$ cat src/pidsc_pkg.sv
package pidsc_pkg;

   // Gain and scale registers are signed Q8.8
   localparam int GAIN_W = 16;
   // Radix-4 Booth: two multiplier bits retired per step
   localparam int STEPS  = GAIN_W / 2;
   localparam int CNT_W  = $clog2(STEPS);

   // Register map
   localparam int CSR_IDX_W = 2;
   localparam logic [CSR_IDX_W-1:0] REG_KP    = 2'd0;
   localparam logic [CSR_IDX_W-1:0] REG_KI    = 2'd1;
   localparam logic [CSR_IDX_W-1:0] REG_KD    = 2'd2;
   localparam logic [CSR_IDX_W-1:0] REG_SCALE = 2'd3;

   // Reset values of the registers
   localparam logic signed [GAIN_W-1:0] KP_RESET    = 16'sd256;
   localparam logic signed [GAIN_W-1:0] KI_RESET    = 16'sd128;
   localparam logic signed [GAIN_W-1:0] KD_RESET    = 16'sd26;
   localparam logic signed [GAIN_W-1:0] SCALE_RESET = 16'sd256;

   // Status of one serial multiply unit
   typedef struct packed {
      logic busy;   // stepping through digits
      logic done;   // result held until taken
   } unit_ctl_type;

   // Decoded Booth digit: value is +-0, +-1 or +-2 times the multiplicand
   typedef struct packed {
      logic neg;
      logic one;
      logic two;
   } booth_sel_type;

   function automatic booth_sel_type booth_decode(input logic [2:0] bits);
      booth_sel_type sel;
      sel = '0;
      case (bits)
         3'b001, 3'b010: sel.one = 1'b1;
         3'b011:         sel.two = 1'b1;
         3'b100: begin
            sel.neg = 1'b1;
            sel.two = 1'b1;
         end
         3'b101, 3'b110: begin
            sel.neg = 1'b1;
            sel.one = 1'b1;
         end
         default: sel = '0;
      endcase
      return sel;
   endfunction

endpackage

$ cat src/pidsc_sum_unit.sv
// Three-term serial multiply-accumulate: kp*p + ki*i + kd*d.
// One Booth digit of each gain per cycle, partial sum shifted right by two,
// retired low bits collected in a shift register.
module pidsc_sum_unit #(
   parameter int XW = 19
) (
   input  logic                                   clock,
   input  logic                                   reset,
   input  logic                                   start,
   input  logic                                   take,
   input  logic signed [XW-1:0]                   op_p,
   input  logic signed [XW-1:0]                   op_i,
   input  logic signed [XW-1:0]                   op_d,
   input  logic signed [pidsc_pkg::GAIN_W-1:0]    gain_p,
   input  logic signed [pidsc_pkg::GAIN_W-1:0]    gain_i,
   input  logic signed [pidsc_pkg::GAIN_W-1:0]    gain_d,
   output pidsc_pkg::unit_ctl_type                ctl,
   output logic signed [XW+4+pidsc_pkg::GAIN_W-1:0] product
);

   localparam int GW = pidsc_pkg::GAIN_W;
   localparam int HW = XW + 4;
   localparam logic [pidsc_pkg::CNT_W-1:0] LAST = pidsc_pkg::CNT_W'(pidsc_pkg::STEPS - 1);

   logic                          busy_ff, busy_in;
   logic                          done_ff, done_in;
   logic [pidsc_pkg::CNT_W-1:0]   cnt_ff, cnt_in;
   logic signed [HW-1:0]          hi_ff, hi_in;
   logic [GW-1:0]                 lo_ff, lo_in;
   logic signed [XW-1:0]          xp_ff, xp_in, xi_ff, xi_in, xd_ff, xd_in;
   logic [GW:0]                   mp_ff, mp_in, mi_ff, mi_in, md_ff, md_in;
   logic signed [HW-1:0]          acc;

   // One Booth partial product, sign-extended to the accumulator width
   function automatic logic signed [HW-1:0] booth_term(input logic [2:0] bits,
                                                       input logic signed [XW-1:0] x);
      pidsc_pkg::booth_sel_type sel;
      logic signed [HW-1:0]     xe;
      logic signed [HW-1:0]     mag;
      sel = pidsc_pkg::booth_decode(bits);
      xe  = HW'(x);
      mag = sel.two ? (xe <<< 1) : (sel.one ? xe : '0);
      return sel.neg ? -mag : mag;
   endfunction

   // Add this cycle's three digit products
   always_comb begin
      acc = hi_ff + booth_term(mp_ff[2:0], xp_ff) + booth_term(mi_ff[2:0], xi_ff)
            + booth_term(md_ff[2:0], xd_ff);
   end

   // Load, step, hand off
   always_comb begin
      busy_in = busy_ff;
      done_in = done_ff;
      cnt_in  = cnt_ff;
      hi_in   = hi_ff;
      lo_in   = lo_ff;
      xp_in   = xp_ff;
      xi_in   = xi_ff;
      xd_in   = xd_ff;
      mp_in   = mp_ff;
      mi_in   = mi_ff;
      md_in   = md_ff;
      if (start) begin
         busy_in = 1'b1;
         done_in = 1'b0;
         cnt_in  = '0;
         hi_in   = '0;
         lo_in   = '0;
         xp_in   = op_p;
         xi_in   = op_i;
         xd_in   = op_d;
         mp_in   = {gain_p, 1'b0};
         mi_in   = {gain_i, 1'b0};
         md_in   = {gain_d, 1'b0};
      end else if (busy_ff) begin
         hi_in  = acc >>> 2;
         lo_in  = {acc[1:0], lo_ff[GW-1:2]};
         mp_in  = {2'b00, mp_ff[GW:2]};
         mi_in  = {2'b00, mi_ff[GW:2]};
         md_in  = {2'b00, md_ff[GW:2]};
         cnt_in = cnt_ff + 1'b1;
         if (cnt_ff == LAST) begin
            busy_in = 1'b0;
            done_in = 1'b1;
         end
      end else if (take) begin
         done_in = 1'b0;
      end
   end

   always_ff @(posedge clock) begin
      if (reset) begin
         busy_ff <= 1'b0;
         done_ff <= 1'b0;
         cnt_ff  <= '0;
      end else begin
         busy_ff <= busy_in;
         done_ff <= done_in;
         cnt_ff  <= cnt_in;
      end
   end

   always_ff @(posedge clock) begin
      hi_ff <= hi_in;
      lo_ff <= lo_in;
      xp_ff <= xp_in;
      xi_ff <= xi_in;
      xd_ff <= xd_in;
      mp_ff <= mp_in;
      mi_ff <= mi_in;
      md_ff <= md_in;
   end

   assign ctl.busy = busy_ff;
   assign ctl.done = done_ff;
   assign product  = {hi_ff, lo_ff};

endmodule

$ cat src/pidsc_scale_unit.sv
// Serial multiply of the controller sum by the output scale.
// One Booth digit per cycle; the bits shifted out are the fraction and are
// dropped, so the held value is floor(sum * scale / 2^16).
module pidsc_scale_unit #(
   parameter int XW = 39
) (
   input  logic                                clock,
   input  logic                                reset,
   input  logic                                start,
   input  logic                                take,
   input  logic signed [XW-1:0]                multiplicand,
   input  logic signed [pidsc_pkg::GAIN_W-1:0] scale,
   output pidsc_pkg::unit_ctl_type             ctl,
   output logic signed [XW+3:0]                product
);

   localparam int GW = pidsc_pkg::GAIN_W;
   localparam int HW = XW + 4;
   localparam logic [pidsc_pkg::CNT_W-1:0] LAST = pidsc_pkg::CNT_W'(pidsc_pkg::STEPS - 1);

   logic                          busy_ff, busy_in;
   logic                          done_ff, done_in;
   logic [pidsc_pkg::CNT_W-1:0]   cnt_ff, cnt_in;
   logic signed [HW-1:0]          hi_ff, hi_in;
   logic signed [XW-1:0]          x_ff, x_in;
   logic [GW:0]                   m_ff, m_in;
   logic signed [HW-1:0]          acc;

   function automatic logic signed [HW-1:0] booth_term(input logic [2:0] bits,
                                                       input logic signed [XW-1:0] x);
      pidsc_pkg::booth_sel_type sel;
      logic signed [HW-1:0]     xe;
      logic signed [HW-1:0]     mag;
      sel = pidsc_pkg::booth_decode(bits);
      xe  = HW'(x);
      mag = sel.two ? (xe <<< 1) : (sel.one ? xe : '0);
      return sel.neg ? -mag : mag;
   endfunction

   assign acc = hi_ff + booth_term(m_ff[2:0], x_ff);

   // Load, step, hand off
   always_comb begin
      busy_in = busy_ff;
      done_in = done_ff;
      cnt_in  = cnt_ff;
      hi_in   = hi_ff;
      x_in    = x_ff;
      m_in    = m_ff;
      if (start) begin
         busy_in = 1'b1;
         done_in = 1'b0;
         cnt_in  = '0;
         hi_in   = '0;
         x_in    = multiplicand;
         m_in    = {scale, 1'b0};
      end else if (busy_ff) begin
         hi_in  = acc >>> 2;
         m_in   = {2'b00, m_ff[GW:2]};
         cnt_in = cnt_ff + 1'b1;
         if (cnt_ff == LAST) begin
            busy_in = 1'b0;
            done_in = 1'b1;
         end
      end else if (take) begin
         done_in = 1'b0;
      end
   end

   always_ff @(posedge clock) begin
      if (reset) begin
         busy_ff <= 1'b0;
         done_ff <= 1'b0;
         cnt_ff  <= '0;
      end else begin
         busy_ff <= busy_in;
         done_ff <= done_in;
         cnt_ff  <= cnt_in;
      end
   end

   always_ff @(posedge clock) begin
      hi_ff <= hi_in;
      x_ff  <= x_in;
      m_ff  <= m_in;
   end

   assign ctl.busy = busy_ff;
   assign ctl.done = done_ff;
   assign product  = hi_ff;

endmodule

$ cat src/pid_speed_controller.sv
// An accepted request runs 8 Booth steps in the sum unit, then 8 in the scale unit,
// with a load and a handoff between them, before the output register raises rsp_tvalid.
// A new request is taken only once the 8-step sum unit is idle or hands its sum off;
// the scale unit works on the previous transaction meanwhile.
// Reset: synchronous, active high; gains return to their defaults, integral and
// previous error clear to zero, no response pending.
module pid_speed_controller #(
   parameter int SPEED_WIDTH    = 16,
   parameter int INTEGRAL_LIMIT = 1000,
   parameter int DUTY_MAX       = 1000
) (
   input  logic                                            clock,
   input  logic                                            reset,
   input  logic                                            req_tvalid,
   output logic                                            req_tready,
   // target_speed, measured_speed
   input  logic [((2*SPEED_WIDTH+7)/8)*8-1:0]              req_tdata,
   output logic                                            rsp_tvalid,
   input  logic                                            rsp_tready,
   // pwm_duty
   output logic [(($clog2(DUTY_MAX+1)+7)/8)*8-1:0]         rsp_tdata,
   input  logic                                            csr_valid,
   output logic                                            csr_ready,
   input  logic [pidsc_pkg::CSR_IDX_W-1:0]                 csr_index,
   input  logic [pidsc_pkg::GAIN_W-1:0]                    csr_data
);

   localparam int GW     = pidsc_pkg::GAIN_W;
   localparam int SW     = SPEED_WIDTH;
   localparam int EW     = SW + 1;                              // error
   localparam int LIM_W  = $clog2(INTEGRAL_LIMIT + 1) + 1;      // clamped integral
   localparam int CW     = ((LIM_W > EW) ? LIM_W : EW) + 1;     // integral before clamp
   localparam int DW     = EW + 1;                              // derivative
   localparam int XW     = (DW > LIM_W) ? DW : LIM_W;           // sum unit operands
   localparam int SUM_W  = XW + 4 + GW;
   localparam int PW     = SUM_W + 4;
   localparam int DUTY_W = $clog2(DUTY_MAX + 1);
   localparam int OUT_W  = ((DUTY_W + 7) / 8) * 8;
   localparam logic signed [CW-1:0] LIM_POS = CW'(INTEGRAL_LIMIT);
   localparam logic signed [CW-1:0] LIM_NEG = -LIM_POS;

   logic signed [GW-1:0]      kp_ff, ki_ff, kd_ff, scale_ff;
   logic signed [LIM_W-1:0]   error_sum_ff;
   logic signed [EW-1:0]      last_error_ff;
   logic                      rsp_tvalid_ff, rsp_tvalid_in;
   logic [OUT_W-1:0]          rsp_tdata_ff;

   logic signed [SW-1:0]      target, measured;
   logic signed [EW-1:0]      err;
   logic signed [CW-1:0]      integ_raw, integ_clamp;
   logic signed [LIM_W-1:0]   integ;
   logic signed [DW-1:0]      deriv;
   logic                      req_accept;

   pidsc_pkg::unit_ctl_type   sum_ctl, scale_ctl;
   logic                      scale_start, out_load;
   logic signed [SUM_W-1:0]   sum;
   logic signed [PW-1:0]      scaled;
   logic [DUTY_W-1:0]         duty;

   // Configuration registers, always ready
   assign csr_ready = 1'b1;

   always_ff @(posedge clock) begin
      if (reset) begin
         kp_ff    <= pidsc_pkg::KP_RESET;
         ki_ff    <= pidsc_pkg::KI_RESET;
         kd_ff    <= pidsc_pkg::KD_RESET;
         scale_ff <= pidsc_pkg::SCALE_RESET;
      end else if (csr_valid && csr_ready) begin
         case (csr_index)
            pidsc_pkg::REG_KP:    kp_ff    <= csr_data;
            pidsc_pkg::REG_KI:    ki_ff    <= csr_data;
            pidsc_pkg::REG_KD:    kd_ff    <= csr_data;
            pidsc_pkg::REG_SCALE: scale_ff <= csr_data;
            default: ;
         endcase
      end
   end

   // Error, clamped integral and derivative of the incoming transaction
   always_comb begin
      target    = req_tdata[SW-1:0];
      measured  = req_tdata[2*SW-1:SW];
      err       = EW'(target) - EW'(measured);
      integ_raw = CW'(error_sum_ff) + CW'(err);
      if (integ_raw > LIM_POS) begin
         integ_clamp = LIM_POS;
      end else if (integ_raw < LIM_NEG) begin
         integ_clamp = LIM_NEG;
      end else begin
         integ_clamp = integ_raw;
      end
      integ = integ_clamp[LIM_W-1:0];
      deriv = DW'(err) - DW'(last_error_ff);
   end

   assign req_tready = !sum_ctl.busy && (!sum_ctl.done || scale_start);
   assign req_accept = req_tvalid && req_tready;

   // Loop state advances as each request is taken
   always_ff @(posedge clock) begin
      if (reset) begin
         error_sum_ff  <= '0;
         last_error_ff <= '0;
      end else if (req_accept) begin
         error_sum_ff  <= integ;
         last_error_ff <= err;
      end
   end

   pidsc_sum_unit #(
      .XW (XW)
   ) u_sum (
      .clock   (clock),
      .reset   (reset),
      .start   (req_accept),
      .take    (scale_start),
      .op_p    (XW'(err)),
      .op_i    (XW'(integ)),
      .op_d    (XW'(deriv)),
      .gain_p  (kp_ff),
      .gain_i  (ki_ff),
      .gain_d  (kd_ff),
      .ctl     (sum_ctl),
      .product (sum)
   );

   // Sum moves to the scale unit once that unit is free
   assign scale_start = sum_ctl.done && !scale_ctl.busy && (!scale_ctl.done || out_load);

   pidsc_scale_unit #(
      .XW (SUM_W)
   ) u_scale (
      .clock        (clock),
      .reset        (reset),
      .start        (scale_start),
      .take         (out_load),
      .multiplicand (sum),
      .scale        (scale_ff),
      .ctl          (scale_ctl),
      .product      (scaled)
   );

   // Duty clamp: negative products give zero, products above DUTY_MAX give DUTY_MAX
   always_comb begin
      if (scaled[PW-1]) begin
         duty = '0;
      end else if (scaled > PW'(DUTY_MAX)) begin
         duty = DUTY_W'(DUTY_MAX);
      end else begin
         duty = scaled[DUTY_W-1:0];
      end
   end

   // Output register
   assign out_load = scale_ctl.done && (!rsp_tvalid_ff || rsp_tready);

   always_comb begin
      rsp_tvalid_in = rsp_tvalid_ff;
      if (out_load) begin
         rsp_tvalid_in = 1'b1;
      end else if (rsp_tready) begin
         rsp_tvalid_in = 1'b0;
      end
   end

   always_ff @(posedge clock) begin
      if (reset) begin
         rsp_tvalid_ff <= 1'b0;
      end else begin
         rsp_tvalid_ff <= rsp_tvalid_in;
      end
   end

   always_ff @(posedge clock) begin
      if (out_load) begin
         rsp_tdata_ff <= OUT_W'(duty);
      end
   end

   assign rsp_tvalid = rsp_tvalid_ff;
   assign rsp_tdata  = rsp_tdata_ff;

endmodule

$ cat config.mk
export PLATFORM = sky130hd
export DESIGN_NAME = pid_speed_controller
export DESIGN_NICKNAME = d
export VERILOG_FILES = /design/src/pidsc_pkg.sv /design/src/pidsc_sum_unit.sv /design/src/pidsc_scale_unit.sv /design/src/pid_speed_controller.sv
export SDC_FILE = /design/constraint.sdc
export NUM_CORES = 1
export LEC_CHECK = 0
export ABC_AREA = 1
export BUFFER_PORTS_ARGS = -buffer_cell sky130_fd_sc_hd__buf_4
export CORE_UTILIZATION = 40
export DETAILED_ROUTE_END_ITERATION = 8
export MAX_ROUTING_LAYER = met4
export PLACE_DENSITY = 0.63
export SLEW_MARGIN = 20
export SYNTH_ARGS = -nofsm -noshare
export SYNTH_HDL_FRONTEND = slang
export SYNTH_HIERARCHICAL = 1
export SYNTH_SLANG_ARGS = --single-unit
$ cat constraint.sdc
create_clock -name clock -period 4.4 [get_ports clock]
set_input_delay 0.88 -clock clock [delete_from_list [all_inputs] [get_ports clock]]
set_output_delay 0.88 -clock clock [all_outputs]
set_load 0.01 [all_outputs]
### Word level (Yosys, flattened, before mapping)

Cells that the tools add are included.

* output and inout port bits: 19
* register bits after elaboration: 339
* logic and storage cells: 166
* bits of input ports: 55

* reduce and logical (&&, ||, !) cells: 40
* $lt $le $gt $ge: 3
* $add $sub $neg: 13
* multiplexer cells: 49
* equality and inequality tests: 31

Operators by type and width (number)
* 22-bit 2-to-1 mux: 9
* 17-bit 2-to-1 mux: 8
* 42-bit 2-to-1 mux: 3
* 22-bit negator: 3
* 22-bit adder: 2
* 40-bit by 42-bit adder with 42-bit output: 1
* 3-bit == test (second input constant): 14
* 42-bit negator: 1
* 40-bit by 11-bit greater-than comparator with 1-bit output (second input constant): 1
* 1-bit 2-to-1 mux: 26
* 3-bit by 2-bit == test with 1-bit output (second input constant): 8
* 20-bit by 22-bit adder with 22-bit output: 1
* 11-bit 2-to-1 mux: 2
* 11-bit by 17-bit adder with 18-bit output: 1
* 18-bit by 11-bit greater-than comparator with 1-bit output (second input constant): 1
* 18-bit by 11-bit less-than comparator with 1-bit output (second input constant): 1
* 17-bit by 17-bit subtractor with 18-bit output: 1
* 16-bit by 16-bit subtractor with 17-bit output: 1
* 4-bit OR reduction: 4
* 2-bit OR reduction: 7
* 3-bit by 1-bit == test with 1-bit output (second input constant): 4
* 2-bit AND reduction: 6
* 3-bit OR reduction: 4
* 10-bit 2-to-1 mux: 1
* other kinds (9): 26

### Logic depth before layout (Yosys ltp)

* depth after elaboration: 10
* mapped depth: 35
* mapped depth without buffers: 34

### Cells and area by module

The synthesis kept the hierarchy.

By module, submodules not included
* pidsc_sum_unit: times used 1, cells an instance 1101, area an instance 9681.8 sq um
* pidsc_scale_unit: times used 1, cells an instance 1082, area an instance 7726.2 sq um
* pid_speed_controller: times used 1, cells an instance 1017, area an instance 6869.1 sq um

### Least setup slack after synthesis

OpenSTA, ideal clock, no wires.

* kind: register to register
* start: register u_sum.mp_ff[1]
* end: register, netlist name u_sum/hi_ff[19]
* library setup time: 0.113 ns
* required time: 4.287 ns
* period minus slack after synthesis: 4.854 ns
* path slack: -0.454 ns
* cell stages (with the launch flop): 32
* data arrival time: 4.741 ns
* path through: edfxtp_1 > inv_1 > ha_1 > buf_2 > buf_2 > nand2_1 > nand2_1 > nand2_1 > ha_1 > nand2_1 > nor2_1 > nand4_1 > nor4_1 > nand2_1 > nand2_1 > nand2_1 > fa_1 > inv_1 > fa_1 > inv_1 > ha_1 > nand2_1 > nor4_1 > nand4_1 > nand3_1 > nand2_1 > a21oi_1 > nor2_1 > inv_1 > nand3_1 > nand3_1 > nand2_1

* longest elaborated chain between the ends: 10
* elaborated cells between the ends (all ways): 19
* those cells by class: 4 x add/sub; 6 x eq/ne; 6 x mux; 3 x reduce/logical

RTL lines
* start, declared: line pidsc_sum_unit.sv:31 `logic [GW:0] mp_ff, mp_in, mi_ff, mi_in, md_ff, md_in;`
* start signal, assigned: line pidsc_sum_unit.sv:111 `mp_ff <= mp_in;`
* 3-bit by 1-bit == test with 1-bit output (tied with other cells): line pidsc_pkg.sv:38 `case (bits)`
* 4-bit OR reduction (no source line)
* 1-bit 2-to-1 mux: line pidsc_pkg.sv:38
* 22-bit 2-to-1 mux (2 in a row): line pidsc_sum_unit.sv:42 `mag = sel.two ? (xe <<< 1) : (sel.one ? xe : '0);`
* 22-bit negator: line pidsc_sum_unit.sv:43 `return sel.neg ? -mag : mag;`
* 22-bit 2-to-1 mux (*): line pidsc_sum_unit.sv:43
* 20-bit by 22-bit adder with 22-bit output (*): line pidsc_sum_unit.sv:48 `acc = hi_ff + booth_term(mp_ff[2:0], xp_ff) + booth_term(mi_ff[2:0], xi_ff)`
* 22-bit adder (*): line pidsc_sum_unit.sv:48
* 22-bit adder (*): line pidsc_sum_unit.sv:49 `+ booth_term(md_ff[2:0], xd_ff);`

Every way passes the cells marked *; elsewhere a longest branch is shown, timed or not.
A chain may end at the register's enable or synchronous reset.

### Final worst setup path

* start: register u_sum.mp_ff[1]
* end: register u_sum.hi_ff[17]

* longest elaborated chain between the ends: 10
* elaborated cells between the ends (all ways): 19
* those cells by class: 4 x add/sub; 6 x eq/ne; 6 x mux; 3 x reduce/logical

RTL lines
* 3-bit by 1-bit == test with 1-bit output (tied with other cells): line pidsc_pkg.sv:38
* 4-bit OR reduction (no source line)
* 1-bit 2-to-1 mux: line pidsc_pkg.sv:38
* 22-bit 2-to-1 mux (2 in a row): line pidsc_sum_unit.sv:42
* 22-bit negator: line pidsc_sum_unit.sv:43
* 22-bit 2-to-1 mux (*): line pidsc_sum_unit.sv:43
* 20-bit by 22-bit adder with 22-bit output (*): line pidsc_sum_unit.sv:48
* 22-bit adder (*): line pidsc_sum_unit.sv:48
* 22-bit adder (*): line pidsc_sum_unit.sv:49
* end signal, assigned: line pidsc_sum_unit.sv:106 `hi_ff <= hi_in;`
* end, declared: line pidsc_sum_unit.sv:28 `logic signed [HW-1:0] hi_ff, hi_in;`

Marked as above.

==> reports/results.txt <==
status -> finished with violations
failing checks -> negative setup slack
Core Util, Final -> 50.4%
CP arrival -> 5300 ps
clk_skew -> 45.0 ps
# clock sinks -> 349
Tightest Pin Transition -> 935 ps
CP endpoint kind -> flip-flop
Worst Slack Setup Final -> -474 ps
Leakage -> 14.1 nW
CP max stage cell -> fa_1
Async S/R FF share, synth -> 0%
share of cells above drive strength 1 -> 21.8%
clock share of power -> 16.1%
number of warnings issued by yosys -> 6
largest family of logic cells by synthesized area -> simple AND/OR/NAND/NOR gates
core area -> 59500 sq um
first-pass GRT wire length -> 104000 microns
final period utilization -> 111%
Reg clk slew, reported paths -> 60 ps
Area Growth Syn to Fin -> 23.5%
largest fanout on the critical path -> 5
Core Rows -> 89
RePlAce Congestion -> 0.929
die width -> 248 microns
Detailed Route Iter0 Violations -> 1524
PortBufs -> 66
Max VDD drop -> 0.709 mV
maximum number of pins on one net before global-route repair -> 130
Non-Filler Instances -> 4327
Min-Delay Path Class -> reg2reg
slew margin rel. -> 37.1%
setup violators final -> 14
Comb power frac -> 64.7%
Filler cells -> 5759
Num CTS Buffers -> 40
antenna-violating nets left -> 0
RSZ-0062 raised after global routing -> true
Yosys reg bits -> 349
area of the die -> 61700 sq um
DP HPWL -> 49800 microns
First-pass DRT Iterations -> 5
Pint -> 12.6 mW
Fin. Hold Viols -> 0
final worst path period need -> 4870 ps
CTS Buffer Depth -> 3
Seq/Total Area, Yosys -> 35.6%
largest stage delay on the critical path -> 510 ps
number of antenna violations at the first check in global routing -> 0
number of global-route vias before repair -> 20600
Post-Syn Instances -> 3200
Synth cell types -> 67
# DRC -> 0
P_sw -> 8.60 mW
DR vias -> 21600
syn avg cell area -> 7.59 sq um
post-synthesis adder-cell area fraction -> 10.3%
H-tree levels -> 2
clk_lat worst skew -> 580 ps
Crit path required time -> 4830 ps
Starting Density -> 40.8%
TritonCTS clock tree -> built
Compound-Gate Fraction of Synth Area -> 13.1%
critical path class -> reg2reg
Die Ht -> 248 microns
part of the power in registers -> 19.1%
GRT overflow -> 0
placed cells -> 4216
Cell Area, Synth -> 24300 sq um
most frequent cells in the layout -> nand2_1, inv_1, buf_4, nor2_1, dfxtp_1
number of synthesized flops with an enable pin -> 166
Synth Area in Simple Gates -> 26.0%
switch share -> 40.6%
number of buffers inserted by hold repair at cts -> 0
Power Dens Cells -> 707 nW/um^2
vias per cell -> 4.99
GRT Total Usage -> 21.6%
Worst Setup Start Kind -> flip-flop
total negative slack -> -3320 ps
Top FF cell, synth -> dfxtp_1
most common library cell in the layout ignoring fill and taps -> nand2_1
DR WL/cell -> 15.0 microns
final wirelength -> 65000 microns
xor/xnor share of the synthesized area -> 5.74%
IO Pins -> 74
Antenna Cells -> 0
mux share of post-synthesis cell area -> 0%
fmax -> 205 MHz
max-slew violations -> 0
Layout Nets -> 3751
Root Driver -> clkbuf_16
max_cap viols -> 0
==> routing by layer <==
| layer | global-route usage, % | routed length, microns | share of wire [%] |
|---|---|---|---|
| met5 | - | 0 | 0 |
| met4 | 6.99 | 2070 | 3.2 |
| met3 | 2.13 | 2020 | 3.1 |
| met2 | 37.2 | 31800 | 49 |
| met1 | 26.4 | 29100 | 45 |
==> Yosys cell counts (23+ instances only) <==
library cell  number  area share (%)
dfxtp_1          183              15
nand2_1          685              11
xnor2_1           65             2.3
ha_1             128             6.6
o21ai_1           23            0.47
fa_1              45             3.7
a22o_1            56             2.0
a21oi_1          158             3.3
xor2_1            89             3.2
nand2_2           51             1.3
clkbuf_1          49            0.76
nor2_1           357             5.5
nand4_1           26            0.67
nand3_1          183             3.8
o21ai_0          201             4.1
inv_1            435             6.7
edfxtp_1         166              21
==> kinds of logic after synthesis <==
family,after synthesis
AO/OA/AOI/OAI,540
adder cells (fa/ha/maj),173
buffers and inverters,553
other,2
AND/OR/NAND/NOR,1427
XOR/XNOR,156
flip-flops,349
==> power groups by stage <==
stage	combinational (mW)	sequential (mW)	clock [mW]
global route	14.9	4.10	3.61
floorplan	6.59	4.03	0
detailed placement	10.4	4.12	0
global placement	10.3	4.12	0
finish	13.7	4.06	3.42
CTS	12.1	4.06	3.49
==> state kept, by name (all words and copies together) (netlist names), 3 cells and up <==
register	count
u_sum/cnt_ff	3
error_sum_ff	11
u_sum/xp_ff	18
u_scale/cnt_ff	3
ki_ff	16
u_sum/hi_ff	20
u_scale/x_ff	38
u_sum/mp_ff	17
scale_ff	16
kp_ff	16
u_scale/product	40
u_scale/m_ff	17
u_sum/md_ff	17
rsp_tdata	10
u_sum/mi_ff	17
last_error_ff	17
kd_ff	16
u_sum/xi_ff	18
u_sum/xd_ff	18
u_sum/lo_ff	16
==> path summary, 6_finish.rpt <==
kind / slack, ps / start / end / cells past startpoint
setup / recovery: -470 / u_sum/mp_ff[1] / u_sum/hi_ff[17] / 28
hold / removal: 420 / u_sum/lo_ff[3] / u_scale/x_ff[3] / 0
setup reg to reg: -470 / u_sum/mp_ff[1] / u_sum/hi_ff[17] / 28
hold reg to reg: 420 / u_sum/lo_ff[3] / u_scale/x_ff[3] / 0
==> worst max-delay path, delay by kind of cell (launching register included) <==
family | cells | cell delay [ps]
AOI/OAI and AO/OA | 5 | 760
xor gates and xnor gates | 1 | 170
adders and majority gates | 5 | 1550
buffers and inverters | 7 | 760
DFF | 1 | 450
and+or+nand+nor | 10 | 1050
==> metrics by stage <==
step | hold WS (ps) | setup slack, ps | instance area (sq um) | total power, mW
2_1_floorplan | 408 | -195 | 24500 | 10.6
3_3_place_gp | 412 | -363 | 27500 | 14.4
3_5_place_dp | 417 | -402 | 27500 | 14.5
4_1_cts | 428 | -318 | 29300 | 19.7
5_1_grt | 428 | -681 | 30000 | 22.6
6_report | 423 | -474 | 30000 | 21.2
==> layout make-up <==
class | instances | area, sq um | share of cell area, %
multi-input combinational | 2304 | 14400 | 48.0
sequential | 349 | 8650 | 28.8
timing repair buffer | 370 | 2880 | 9.61
inverter | 458 | 1720 | 5.75
clock buffer | 58 | 1130 | 3.76
tap | 773 | 967 | 3.23
clock inverter | 15 | 230 | 0.768
==> repair_timing <==
| item | 4_1_cts | 5_1_grt |
|---|---|---|
| gates resized for setup | 76 | 151 |
| cloned | 2 | 0 |
| buffers inserted | 25 | 15 |
| pin swaps | 45 | 55 |
| endpoints found under the setup margin | 14 | 32 |
| hold endpoints to repair | 0 | 0 |
(Power assumes the default switching activity.)
